`src/rtl/core/u2d_pkg.sv`:
```
package u2d_pkg;

	localparam logic [7:0] ASCII_LIMIT = 8'h80;
	localparam logic [7:0] CONT_MASK   = 8'hC0;
	localparam logic [7:0] CONT_MARK   = 8'h80;
	localparam logic [7:0] LEAD_MASK   = 8'hE0;
	localparam logic [7:0] LEAD3_MARK  = 8'hE0;
	localparam logic [7:0] LEAD2_MARK  = 8'hC0;
	localparam logic [7:0] LOW4_MASK   = 8'h0F;
	localparam logic [7:0] LOW5_MASK   = 8'h1F;
	localparam logic [7:0] LOW6_MASK   = 8'h3F;

	localparam int MAX_UNITS = 3;

	// One decoded step: up to three code units, how many are valid, and
	// whether the step closes the text.
	typedef struct packed {
		logic [MAX_UNITS-1:0][15:0] units;
		logic [1:0]                 cnt;
		logic                       last;
	} step_t;

	function automatic logic is_cont(input logic [7:0] b);
		return (b & CONT_MASK) == CONT_MARK;
	endfunction

endpackage

```
`src/rtl/core/utf8_to_ucs2_decode.sv`:
```
// Channel  Handshake            Payload                  Beat
// in       in_valid/in_ready    text_byte, final_byte    one UTF-8 byte
// out      out_valid/out_ready  code_unit, text_done     one 16-bit code unit
//
// One byte is taken per cycle while the step queue has room; a byte that
// closes a sequence puts its step in the queue, and out shows it from there.
// A byte whose step yields two or three units holds the back end for that
// many beats; the QDEPTH-entry step queue absorbs it, so in stalls only
// when the queue fills. Bytes that only open a sequence take no queue slot.
// Reset (arst_n low) empties the holder and the queue at once.
module utf8_to_ucs2_decode import u2d_pkg::*; #(
	parameter int QDEPTH = 2
) (
	input  logic        clk,
	input  logic        arst_n,
	input  logic        in_valid,
	output logic        in_ready,
	input  logic [7:0]  text_byte,
	input  logic        final_byte,
	output logic        out_valid,
	input  logic        out_ready,
	output logic [15:0] code_unit,
	output logic        text_done
);

	logic  push;
	step_t push_step;
	logic  q_full;
	logic  head_valid;
	step_t head_step;
	logic  pop;

	// Front: hold open sequences and resolve each byte into a step.
	u2d_front u_front (
		.clk        (clk),
		.arst_n     (arst_n),
		.in_valid   (in_valid),
		.in_ready   (in_ready),
		.text_byte  (text_byte),
		.final_byte (final_byte),
		.push       (push),
		.push_step  (push_step),
		.q_full     (q_full)
	);

	// Queue: decouple byte intake from unit delivery.
	u2d_queue #(
		.DEPTH (QDEPTH)
	) u_queue (
		.clk        (clk),
		.arst_n     (arst_n),
		.push       (push),
		.push_step  (push_step),
		.full       (q_full),
		.head_valid (head_valid),
		.head_step  (head_step),
		.pop        (pop)
	);

	// Back: serialize each step into code-unit beats.
	u2d_back u_back (
		.clk        (clk),
		.arst_n     (arst_n),
		.head_valid (head_valid),
		.head_step  (head_step),
		.pop        (pop),
		.out_valid  (out_valid),
		.out_ready  (out_ready),
		.code_unit  (code_unit),
		.text_done  (text_done)
	);

endmodule

```
`src/rtl/core/u2d_front.sv`:
```
module u2d_front import u2d_pkg::*; (
	input  logic       clk,
	input  logic       arst_n,
	input  logic       in_valid,
	output logic       in_ready,
	input  logic [7:0] text_byte,
	input  logic       final_byte,
	output logic       push,
	output step_t      push_step,
	input  logic       q_full
);

	logic [1:0][7:0] held_q;
	logic [1:0]      held_count_q;

	logic [2:0][7:0] buf_b;
	logic [1:0]      n_b;
	logic [1:0]      pos;
	logic [1:0]      cnt;
	logic [1:0]      nxt_count;
	logic [1:0][7:0] nxt_held;
	logic            accept;

	function automatic logic [7:0] pick(input logic [2:0][7:0] b, input logic [2:0] idx);
		return (idx < 3'd3) ? b[idx[1:0]] : 8'h00;
	endfunction

	assign in_ready = !q_full;
	assign accept   = in_valid && in_ready;

	// Line up held bytes ahead of the new one.
	always_comb begin
		buf_b = '0;
		unique case (held_count_q)
			2'd0: begin
				buf_b[0] = text_byte;
			end
			2'd1: begin
				buf_b[0] = held_q[0];
				buf_b[1] = text_byte;
			end
			default: begin
				buf_b[0] = held_q[0];
				buf_b[1] = held_q[1];
				buf_b[2] = text_byte;
			end
		endcase
		n_b = (held_count_q >= 2'd2) ? 2'd3 : held_count_q + 2'd1;
	end

	// Resolve the buffer left to right; each pass takes at least one byte or stops.
	always_comb begin
		logic        stop;
		logic        emit;
		logic [15:0] val;
		logic [1:0]  step;
		logic [1:0]  avail;
		logic [7:0]  c0;
		logic [7:0]  b1;
		logic [7:0]  b2;
		pos       = 2'd0;
		cnt       = 2'd0;
		stop      = 1'b0;
		push_step = '0;
		for (int it = 0; it < MAX_UNITS; it++) begin
			emit  = 1'b0;
			val   = 16'h0000;
			step  = 2'd0;
			avail = n_b - pos;
			c0    = pick(buf_b, {1'b0, pos});
			b1    = pick(buf_b, {1'b0, pos} + 3'd1);
			b2    = pick(buf_b, {1'b0, pos} + 3'd2);
			if (!stop && pos < n_b) begin
				priority if (c0 < ASCII_LIMIT) begin
					emit = 1'b1;
					val  = {8'h00, c0};
					step = 2'd1;
				end else if ((c0 & LEAD_MASK) == LEAD3_MARK) begin
					priority if (avail >= 2'd2 && !is_cont(b1)) begin
						emit = 1'b1;
						val  = {8'h00, c0};
						step = 2'd1;
					end else if (avail == 2'd3) begin
						emit = 1'b1;
						if (is_cont(b2)) begin
							val  = {c0[3:0] & LOW4_MASK[3:0], b1[5:0] & LOW6_MASK[5:0],
								b2[5:0] & LOW6_MASK[5:0]};
							step = 2'd3;
						end else begin
							val  = {8'h00, c0};
							step = 2'd1;
						end
					end else if (final_byte) begin
						emit = 1'b1;
						val  = {8'h00, c0};
						step = 2'd1;
					end else begin
						stop = 1'b1;
					end
				end else if ((c0 & LEAD_MASK) == LEAD2_MARK) begin
					priority if (avail >= 2'd2) begin
						emit = 1'b1;
						if (is_cont(b1)) begin
							val  = {5'b00000, c0[4:0] & LOW5_MASK[4:0],
								b1[5:0] & LOW6_MASK[5:0]};
							step = 2'd2;
						end else begin
							val  = {8'h00, c0};
							step = 2'd1;
						end
					end else if (final_byte) begin
						emit = 1'b1;
						val  = {8'h00, c0};
						step = 2'd1;
					end else begin
						stop = 1'b1;
					end
				end else begin
					emit = 1'b1;
					val  = {8'h00, c0};
					step = 2'd1;
				end
				if (emit) begin
					push_step.units[cnt] = val;
					cnt = cnt + 2'd1;
				end
				pos = pos + step;
			end
		end
		push_step.cnt  = cnt;
		push_step.last = final_byte;
		nxt_count      = n_b - pos;
		nxt_held[0]    = pick(buf_b, {1'b0, pos});
		nxt_held[1]    = pick(buf_b, {1'b0, pos} + 3'd1);
	end

	// Drop steps that give nothing; they only change the held bytes.
	assign push = accept && (cnt != 2'd0);

	always_ff @(posedge clk or negedge arst_n) begin
		if (!arst_n) begin
			held_count_q <= 2'd0;
		end else if (accept) begin
			held_count_q <= nxt_count;
		end
	end

	always_ff @(posedge clk) begin
		if (accept) begin
			held_q <= nxt_held;
		end
	end

	a_held_bound: assert property (@(posedge clk) disable iff (!arst_n)
		held_count_q <= 2'd2)
		else $error("held byte count above two");

	a_final_flush: assert property (@(posedge clk) disable iff (!arst_n)
		accept && final_byte |=> held_count_q == 2'd0)
		else $error("bytes still held after final beat");

endmodule

```
`src/rtl/core/u2d_queue.sv`:
```
module u2d_queue import u2d_pkg::*; #(
	parameter int DEPTH = 2
) (
	input  logic  clk,
	input  logic  arst_n,
	input  logic  push,
	input  step_t push_step,
	output logic  full,
	output logic  head_valid,
	output step_t head_step,
	input  logic  pop
);

	localparam int PW = (DEPTH > 1) ? $clog2(DEPTH) : 1;
	localparam int CW = $clog2(DEPTH + 1);
	localparam logic [PW-1:0] LAST_PTR = PW'(DEPTH - 1);
	localparam logic [CW-1:0] DEPTH_C  = CW'(DEPTH);

	step_t         mem_q [DEPTH];
	logic [PW-1:0] wr_ptr_q;
	logic [PW-1:0] rd_ptr_q;
	logic [CW-1:0] count_q;

	assign full       = count_q == DEPTH_C;
	assign head_valid = count_q != '0;
	assign head_step  = mem_q[rd_ptr_q];

	always_ff @(posedge clk or negedge arst_n) begin
		if (!arst_n) begin
			wr_ptr_q <= '0;
			rd_ptr_q <= '0;
			count_q  <= '0;
		end else begin
			if (push) begin
				wr_ptr_q <= (wr_ptr_q == LAST_PTR) ? '0 : wr_ptr_q + 1'b1;
			end
			if (pop) begin
				rd_ptr_q <= (rd_ptr_q == LAST_PTR) ? '0 : rd_ptr_q + 1'b1;
			end
			unique case ({push, pop})
				2'b10:   count_q <= count_q + 1'b1;
				2'b01:   count_q <= count_q - 1'b1;
				default: count_q <= count_q;
			endcase
		end
	end

	always_ff @(posedge clk) begin
		if (push) begin
			mem_q[wr_ptr_q] <= push_step;
		end
	end

	a_no_overflow: assert property (@(posedge clk) disable iff (!arst_n)
		push |-> !full || pop)
		else $error("step queue overflow");

	a_no_underflow: assert property (@(posedge clk) disable iff (!arst_n)
		pop |-> head_valid)
		else $error("step queue underflow");

endmodule

```
`src/rtl/core/u2d_back.sv`:
```
module u2d_back import u2d_pkg::*; (
	input  logic        clk,
	input  logic        arst_n,
	input  logic        head_valid,
	input  step_t       head_step,
	output logic        pop,
	output logic        out_valid,
	input  logic        out_ready,
	output logic [15:0] code_unit,
	output logic        text_done
);

	logic [1:0] sub_q;
	logic       last_unit;

	assign last_unit = sub_q == (head_step.cnt - 2'd1);
	assign out_valid = head_valid;
	assign code_unit = head_step.units[sub_q];
	assign text_done = head_step.last && last_unit;
	assign pop       = out_valid && out_ready && last_unit;

	// Advance through the units of the head step, one per beat.
	always_ff @(posedge clk or negedge arst_n) begin
		if (!arst_n) begin
			sub_q <= 2'd0;
		end else if (out_valid && out_ready) begin
			sub_q <= last_unit ? 2'd0 : sub_q + 2'd1;
		end
	end

	a_sub_in_range: assert property (@(posedge clk) disable iff (!arst_n)
		head_valid |-> head_step.cnt != 2'd0 && sub_q < head_step.cnt)
		else $error("unit index outside head step");

endmodule

```
`config.mk`:
```
export PLATFORM = sky130hd
export DESIGN_NAME = utf8_to_ucs2_decode
export DESIGN_NICKNAME = d
export VERILOG_FILES = /design/src/rtl/core/u2d_pkg.sv /design/src/rtl/core/utf8_to_ucs2_decode.sv /design/src/rtl/core/u2d_front.sv /design/src/rtl/core/u2d_queue.sv /design/src/rtl/core/u2d_back.sv
export SDC_FILE = /design/constraint.sdc
export NUM_CORES = 1
export LEC_CHECK = 0
export ABC_AREA = 0
export BUFFER_PORTS_ARGS = -buffer_cell sky130_fd_sc_hd__buf_2
export CAP_MARGIN = 10
export CELL_PAD_IN_SITES_DETAIL_PLACEMENT = 0
export CELL_PAD_IN_SITES_GLOBAL_PLACEMENT = 1
export CORE_AREA = 2 2 130 132
export CTS_BUF_LIST = sky130_fd_sc_hd__clkbuf_8
export DETAILED_ROUTE_END_ITERATION = 10
export DIE_AREA = 0 0 132 134
export HOLD_SLACK_MARGIN = 0.02
export PLACE_DENSITY_LB_ADDON = 0.2
export SYNTH_ARGS = -nofsm -noshare
export SYNTH_HDL_FRONTEND = slang
export SYNTH_SLANG_ARGS = --single-unit
```
`constraint.sdc`:
```
create_clock -name clk -period 18.4 [get_ports clk]
set_input_delay 3.68 -clock clk [delete_from_list [all_inputs] [get_ports clk]]
set_output_delay 3.68 -clock clk [all_outputs]
set_load 0.01 [all_outputs]
```
==> summary.md, run 1 <==
| Metric | Value |
|---|---|
| Ant. Diodes | 0 |
| Initial Util | 0.538 |
| Post-route insts no fill | 1132 |
| Crit Path Class | input port to flop |
| Grt ovf | 0 |
| Drt pass-1 iters | 7 |
| Share of the synthesized area in the top cell type | 0.404 |
| CTS root buffer | clkbuf_8 |
| Leading area contributor after synthesis | edfxtp_1 |
| CTS sink cnt | 126 |
| Worst Path Arrival | 13.51 ns |
| Die width | 132 um |
| Syn Area/Cell | 9.75 um^2 |
| Slew headroom | 0.332 |
| Vias per cell | 6.72 |
| Starting DRT DRC Count | 935 |
| Clock transition at path regs | 0.09 ns |
| Period utilisation layout | 0.719 |
| Via count | 7605 |
| Final Hold Viols | 0 |
| # resized after CTS | 0 |
| Most used flip-flop cell after synthesis | edfxtp_1 |
| Max FO, Critical Path | 20 |
| Synth top area cells | edfxtp_1 (40%), nand2_1 (4.2%), mux4_2 (4.1%) |
| Slew Limit Fails | 0 |
| Mapped cell area | 8760 um^2 |
| Vias in the first global route | 7208 |
| EDFF count, synth | 118 |
| Most frequent cells in the layout | edfxtp_1 (118), nand2_1 (99), nor2_1 (88), o21ai_0 (49), inv_1 (39) |
| Setup bufs post-CTS | 0 |
| Antenna viol nets, final | 0 |
| IO Port Bufs | 31 |
| Area Overhead vs Synth | 7.80% |
| RSZ-0062 raised after global routing | no |
| Largest net degree at the start of global routing | 52 |
| Antenna violations before repair | 0 |
| Cts hold-fix bufs | 0 |
| Max Clk Rate | 75.6 MHz |
| WP data required | 18.68 ns |
| Ys async rst share | 0.0635 |
| Setup TNS | 0 ns |
| Io pins | 32 |
| Startpoint Class | input port |
| Clock buffer depth | 2 |
| Critical Path Max Stage Delay | 0.61 ns |
| DRT Wirelength | 29800 um |
| Clk_lat worst skew | 0.47 ns |
| Leading cell type in the layout, fill and taps excluded | edfxtp_1 |
| Die ar. | 17700 um^2 |
| Status | complete, no violations |
| Routability Congestion | 0.971 |
| Crit-path slowest cell | or4_1 |
| H-tree levels | 4 |
| Clock buffer count from CTS | 17 |
| Final HPWL from detailed placement | 21800 um |
| Tmin final | 13.23 ns |
| Row cnt | 47 |
| CTS tree | yes |
| Die Y | 134 um |
| First-pass GRT wire length | 44700 um |
| Wire per inst | 26.3 um |
| Post-synthesis cell count | 899 |
| Share of post-route cells with drive strength above 1 | 0.150 |
| Netlist cell types | 98 |
| Total GRT Usage | 0.341 |
| Cell total after placement | 1100 |
| Core area | 16300 um^2 |
| Syn nets | 931 |
| Final setup vio count | 0 |
| Final nets | 931 |
| Worst hold path type | flop to flop |
| Worst-margin pin slew | 0.973 ns |
| Yosys warns | 0 |
| Register area share after synthesis | 0.427 |
| Number of max-cap violations | 0 |
| DRC viols | 0 |
| Crit. End Element | flop |
| Clk_skew | 0.0257 ns |
| CP most frequent cell | ha_1 |
| Post-synthesis register bit count | 126 |
layer usage:
metal,part of all wire,GRT usage,vias to the layer above
met4,0.042,0.155,0
li1,-,-,3422
met1,0.40,0.436,3738
met2,0.49,0.576,367
met3,0.068,0.0510,78
met5,0,0,-
sequential cells by signal (all words and copies together), names as in the netlist:
register,flops
u_back.sub_q,2
u_front.held_count_q,2
u_front.held_q,16
u_queue.count_q,2
u_queue.mem_q,102
u_queue.rd_ptr_q,1
u_queue.wr_ptr_q,1
cell families (layout without fill, tap and decap cells):
group	count (synthesis)	after routing	share of synthesized area
compound gates	270	270	0.225
xor+xnor	9	9	0.00985
fa+ha+maj	19	19	0.0288
buf+inv	107	120	0.0531
flops	126	126	0.427
mux	45	45	0.0745
simple gates	323	323	0.182
layout make-up:
type,count,area (um^2)
Inverter,44,169
Fill cell,1416,6840
Multi-Input combinational cell,666,4570
Timing Repair Buffer,44,253
Sequential cell,126,3740
Tap cell,220,275
Clock buffer,17,234
Clock inverter,15,201
metrics by stage:
stage,setup WS (ns),instance area [um^2],hold WS [ns],util
6_report,5.17,9450,0.547,0.580
3_5_place_dp,5.04,9010,0.527,0.553
3_3_place_gp,5.36,9010,0.470,0.553
4_1_cts,5.47,9450,0.542,0.580
5_1_grt,4.45,9450,0.564,0.580
2_1_floorplan,5.92,8760,0.457,-
worst max-delay path, delay by kind of cell:
kind                     cells  cell delay, ns
AO/OA/AOI/OAI               10            2.75
adder cells (fa/ha/maj)      5            1.89
buffers and inverters        5            0.94
AND/OR/NAND/NOR             14            4.22
path summary, 6_finish.rpt:
kind | startpoint | endpoint | slack, ns | cells past startpoint
hold reg to reg | u_queue.count_q[0]$_DFFE_PN0P_ | u_queue.count_q[0]$_DFFE_PN0P_ | 0.55 | 1
min in group asynchronous | arst_n | u_front.held_count_q[1]$_DFFE_PN0P_ | 3.05 | 1
setup reg to reg | u_front.held_count_q[1]$_DFFE_PN0P_ | u_front.held_q[9]$_SDFFCE_PP0P_ | 7.61 | 36
max in group asynchronous | arst_n | u_queue.rd_ptr_q$_DFFE_PN0P_ | 15.11 | 1
setup / recovery | text_byte[6] | u_front.held_q[9]$_SDFFCE_PP0P_ | 5.17 | 34
hold / removal | u_queue.count_q[0]$_DFFE_PN0P_ | u_queue.count_q[0]$_DFFE_PN0P_ | 0.55 | 1
Yosys cell counts (4+ instances only):
master / n
mux2i_1: 27
ha_1: 17
xor2_1: 4
o211ai_1: 11
nor2_1: 90
buf_1: 10
o21ai_0: 49
o21ai_1: 8
nand4_1: 5
nand3_1: 26
a21oi_1: 36
a31oi_1: 16
o211a_1: 5
a31o_2: 6
buf_2: 9
a211oi_1: 24
nand2_1: 99
dfrtp_1: 8
mux4_2: 16
a21o_1: 4
or3_1: 12
buf_6: 4
o21a_1: 5
clkbuf_1: 37
o221ai_1: 7
nand2b_1: 12
a22oi_1: 13
xnor2_1: 4
nor3_1: 26
a211o_1: 4
edfxtp_1: 118
and3_1: 4
nor2b_1: 4
or2_2: 4
o22ai_1: 27
and2_1: 8
inv_1: 39
Power of run 1 is not shown: default switching activity piles up to over one toggle a cycle in this logic, so the estimate is an artifact.
==> run 2, diff against run 1 <==
--- a/config.mk
+++ b/config.mk
@@ -10,10 +10,10 @@
 export CAP_MARGIN = 10
 export CELL_PAD_IN_SITES_DETAIL_PLACEMENT = 0
 export CELL_PAD_IN_SITES_GLOBAL_PLACEMENT = 1
-export CORE_AREA = 2 2 130 132
+export CORE_AREA = 2 2 135 137
 export CTS_BUF_LIST = sky130_fd_sc_hd__clkbuf_8
 export DETAILED_ROUTE_END_ITERATION = 10
-export DIE_AREA = 0 0 132 134
+export DIE_AREA = 0 0 137 139
 export HOLD_SLACK_MARGIN = 0.02
 export PLACE_DENSITY_LB_ADDON = 0.2
 export SYNTH_ARGS = -nofsm -noshare
==> constraint.sdc (replaced) <==
create_clock -name clk -period 12.75 [get_ports clk]
set_input_delay 2.55 -clock clk [delete_from_list [all_inputs] [get_ports clk]]
set_output_delay 2.55 -clock clk [all_outputs]
set_load 0.01 [all_outputs]
==> run 2 against run 1 <==
Critical path depth up 1. Non-clock buffer count up 9. Critical path type unchanged. Clock-buffer cell count is the same. Largest cell class unchanged. Critical endpoint unchanged.
==> summary.md, run 2 (synthesized netlist as in run 1, its figures left out) <==
| Metric | Value |
|---|---|
| Status | complete, no violations |
| Tmin final | 11.55 ns |
| Share of post-route cells with drive strength above 1 | 0.157 |
| CTS sink cnt | 126 |
| DRT Wirelength | 30000 um |
| Row cnt | 49 |
| DRC viols | 0 |
| Largest registers | u_queue.mem_q (102), u_front.held_q (16) |
| Clock buffer count from CTS | 17 |
| H-tree levels | 4 |
| Leading cell type in the layout, fill and taps excluded | edfxtp_1 |
| Die width | 137 um |
| Cts hold-fix bufs | 0 |
| Period utilisation layout | 0.906 |
| IO Port Bufs | 31 |
| Slew headroom | 0.156 |
| Crit-path slowest cell | a221oi_4 |
| Total GRT Usage | 0.321 |
| Area Overhead vs Synth | 8.10% |
| R2R Setup Slk | 2.50 ns |
| Final nets | 940 |
| First-pass GRT wire length | 45200 um |
| WP data required | 12.94 ns |
| Crit. End Element | flop |
| Worst-margin pin slew | 1.27 ns |
| Placed Area | 9090 um^2 |
| Largest net degree at the start of global routing | 52 |
| Core area | 17700 um^2 |
| Wire per inst | 26.1 um |
| Via count | 7725 |
| Crit Path Class | input port to flop |
| Vias in the first global route | 7397 |
| Die Y | 139 um |
| Die ar. | 19000 um^2 |
| Fin Hold WS | 0.497 ns |
| CTS root buffer | clkbuf_8 |
| Number of max-cap violations | 0 |
| Max FO, Critical Path | 27 |
| Grt ovf | 0 |
| Starting DRT DRC Count | 800 |
| Most frequent cells in the layout | edfxtp_1 (118), nand2_1 (99), nor2_1 (88), o21ai_0 (49), inv_1 (39) |
| Max Clk Rate | 86.6 MHz |
| Worst Path Arrival | 11.74 ns |
| Slew Limit Fails | 0 |
| Setup TNS | 0 ns |
| Worst hold path type | flop to flop |
| Routability Congestion | 1.06 |
| Register Area | 3740 um^2 |
| Clock transition at path regs | 0.09 ns |
| Clk_lat worst skew | 0.45 ns |
| Ant. Diodes | 0 |
| Setup bufs post-CTS | 0 |
| # resized after CTS | 0 |
| Startpoint Class | input port |
| Final setup vio count | 0 |
| CTS tree | yes |
| Critical Path Max Stage Delay | 0.66 ns |
| CP most frequent cell | ha_1 |
| Antenna viol nets, final | 0 |
| Antenna violations before repair | 0 |
| Fillers | 1633 |
| Reg with most FFs | u_queue.mem_q |
| Worst slack at placement | 0.994 ns |
| Max reg flops | 102 |
| Fin area | 9470 um^2 |
| Vias per cell | 6.72 |
| Clock buffer depth | 2 |
| Clk_skew | 0.0184 ns |
| Initial Util | 0.496 |
| Io pins | 32 |
| Final HPWL from detailed placement | 22100 um |
| Final Hold Viols | 0 |
| Drt pass-1 iters | 7 |
| RSZ-0062 raised after global routing | no |
| Multi-input logic area | 4570 um^2 |
| Final worst setup slack | 1.20 ns |
## run 2: area by class of cell
type | count | area share
multi-input combinational | 666 | 0.482
tap | 229 | 0.0303
clock inverter | 15 | 0.0157
inverter | 44 | 0.0178
sequential | 126 | 0.395
clock buffer | 17 | 0.0247
timing repair buffer | 53 | 0.0338
## run 2: final timing paths
| kind | start | to | cells past startpoint |
|---|---|---|---|
| worst min-delay path | u_queue.count_q[1]$_DFFE_PN0P_ | u_queue.count_q[1]$_DFFE_PN0P_ | 1 |
| worst max register to register | u_front.held_count_q[1]$_DFFE_PN0P_ | u_front.held_q[9]$_SDFFCE_PP0P_ | 37 |
| min in group asynchronous | arst_n | u_front.held_count_q[0]$_DFFE_PN0P_ | 1 |
| worst max-delay path | final_byte | u_front.held_q[9]$_SDFFCE_PP0P_ | 35 |
| worst min register to register | u_queue.count_q[1]$_DFFE_PN0P_ | u_queue.count_q[1]$_DFFE_PN0P_ | 1 |
| max in group asynchronous | arst_n | u_queue.rd_ptr_q$_DFFE_PN0P_ | 1 |
## run 2: routing by layer
layer / vias up / part of all wire / GRT usage
li1: 3436 / - / -
met1: 3873 / 0.41 / 0.425
met2: 346 / 0.49 / 0.534
met3: 70 / 0.059 / 0.0471
met4: 0 / 0.034 / 0.111
met5: - / 0 / 0
## run 2: through the flow
stage | utilization | cells
global placement | 0.515 | 1118
CTS | 0.536 | 1150
global route | 0.536 | 1150
finish | 0.536 | 1150
detailed placement | 0.515 | 1118
floorplan | - | 899
## run 2: worst max-delay path, delay by kind of cell
| family | cells | cell delay, ns |
|---|---|---|
| and+or+nand+nor | 12 | 3.08 |
| AOI/OAI and AO/OA | 11 | 3.21 |
| buffers and inverters | 7 | 1.18 |
| adders and majority gates | 5 | 1.70 |
Power of run 2 is left out for the same reason.
==> run 3, diff against run 2 <==
==> constraint.sdc (replaced) <==
create_clock -name clk -period 12.2 [get_ports clk]
set_input_delay 2.44 -clock clk [delete_from_list [all_inputs] [get_ports clk]]
set_output_delay 2.44 -clock clk [all_outputs]
set_load 0.01 [all_outputs]
==> run 3 against run 2 <==
Sequential cell count stayed put. Clock-buffer cell count is the same. Utilization grew 0.15 points. Design area up 0.28%. First-iteration DRC count down 2.1%. Wire length down 2.5%. Clock skew increased by 0.0076 ns.
==> summary.md, run 3 (synthesized netlist as in run 1, its figures left out) <==
| Metric | Value |
|---|---|
| Status | complete, no violations |
| Core area | 17700 um^2 |
| Final HPWL from detailed placement | 21300 um |
| Worst Path Arrival | 11.07 ns |
| Worst R2R Path Depth | 37 |
| RSZ-0062 raised after global routing | no |
| Largest net degree at the start of global routing | 52 |
| Total GRT Usage | 0.312 |
| Slew headroom | 0.217 |
| Initial Util | 0.496 |
| Vias per cell | 6.63 |
| Worst Setup SP | final_byte |
| Vias in the first global route | 7207 |
| Most frequent cells in the layout | edfxtp_1 (118), nand2_1 (99), nor2_1 (88), o21ai_0 (49), inv_1 (39) |
| Period utilisation layout | 0.892 |
| Final Hold Viols | 0 |
| Max reg flops | 102 |
| Worst-margin pin slew | 1.17 ns |
| First-pass GRT wire length | 44100 um |
| Critical Path Max Stage Delay | 0.60 ns |
| Wire per inst | 25.4 um |
| Grt ovf | 0 |
| Max Clk Rate | 91.9 MHz |
| Antenna violations before repair | 0 |
| Crit-path slowest cell | ha_1 |
| R2r endpoint | u_front.held_q[8]$_SDFFCE_PP0P_ |
| Starting DRT DRC Count | 783 |
| CTS root buffer | clkbuf_8 |
| Die Y | 139 um |
| Largest registers | u_queue.mem_q (102), u_front.held_q (16) |
| Setup bufs post-CTS | 0 |
| Final nets | 941 |
| Routability Congestion | 1.00 |
| Hold path depth | 1 |
| Setup TNS | 0 ns |
| # resized after CTS | 0 |
| Worst hold path type | flop to flop |
| R2R Setup Slk | 2.65 ns |
| Share of post-route cells with drive strength above 1 | 0.159 |
| Clk_skew | 0.0259 ns |
| Fillers | 1597 |
| Drt pass-1 iters | 6 |
| Ant. Diodes | 0 |
| Row cnt | 49 |
| Leading cell type in the layout, fill and taps excluded | edfxtp_1 |
| Final setup vio count | 0 |
| H-tree levels | 4 |
| Reg2reg start | u_front.held_count_q[1]$_DFFE_PN0P_ |
| DRC viols | 0 |
| Clk_lat worst skew | 0.46 ns |
| WP data required | 12.39 ns |
| Min-delay src | u_queue.count_q[1]$_DFFE_PN0P_ |
| CTS sink cnt | 126 |
| Cts hold-fix bufs | 0 |
| Reg with most FFs | u_queue.mem_q |
| Startpoint Class | input port |
| Critical path buffers and inverters | 8 |
| Clock transition at path regs | 0.09 ns |
| Die width | 137 um |
| Die ar. | 19000 um^2 |
| Tmin final | 10.88 ns |
| Clock buffer depth | 2 |
| Number of max-cap violations | 0 |
| Io pins | 32 |
| Crit Path Class | input port to flop |
| DRT Wirelength | 29200 um |
| Crit. End Element | flop |
| Hold endpoint | u_queue.count_q[1]$_DFFE_PN0P_ |
| Clock buffer count from CTS | 17 |
| CTS tree | yes |
| IO Port Bufs | 31 |
| Via count | 7635 |
| Slew Limit Fails | 0 |
| Antenna viol nets, final | 0 |
| CP most frequent cell | ha_1 |
| Max FO, Critical Path | 27 |
| Top Family by Delay on Critical Path | simple AND/OR/NAND/NOR gates |
| Area Overhead vs Synth | 8.40% |
==> run 3: final cells by class <==
class,instances,area (um^2),share of cell area
Tap cell,229,287,0.0302
Clock buffer,17,234,0.0246
Clock inverter,15,168,0.0177
Timing Repair Buffer,54,328,0.0345
Inverter,44,169,0.0178
Multi-Input combinational cell,666,4570,0.481
Sequential cell,126,3740,0.394
==> run 3: how the worst max path moves through the flow <==
stage	to	depth (start not counted)
2_1_floorplan	u_queue.mem_q[0][0]$_DFFE_PP_	29
3_3_place_gp	u_front.held_q[13]$_SDFFCE_PP0P_	35
3_5_place_dp	u_front.held_q[13]$_SDFFCE_PP0P_	35
4_1_cts	u_front.held_q[13]$_SDFFCE_PP0P_	36
5_1_grt	u_front.held_q[15]$_SDFFCE_PP0P_	35
6_report	u_front.held_q[8]$_SDFFCE_PP0P_	36
==> run 3: per-stage QoR <==
step / worst slack [ns] / instances / area [um^2] / utilization / hold WS, ns
3_5_place_dp: 1.03 / 1119 / 9100 / 0.515 / 0.478
4_1_cts: 1.49 / 1151 / 9500 / 0.538 / 0.494
2_1_floorplan: 0.957 / 899 / 8760 / - / 0.457
3_3_place_gp: 1.19 / 1119 / 9100 / 0.515 / 0.471
5_1_grt: 0.652 / 1151 / 9500 / 0.538 / 0.508
6_report: 1.32 / 1151 / 9500 / 0.538 / 0.491
==> run 3: per-layer routing <==
layer	track usage	vias up	part of all wire
li1	-	3441	-
met1	0.423	3769	0.42
met2	0.505	373	0.48
met3	0.0585	52	0.070
met4	0.0993	0	0.031
met5	0	-	0
Power of run 3 is left out for the same reason.
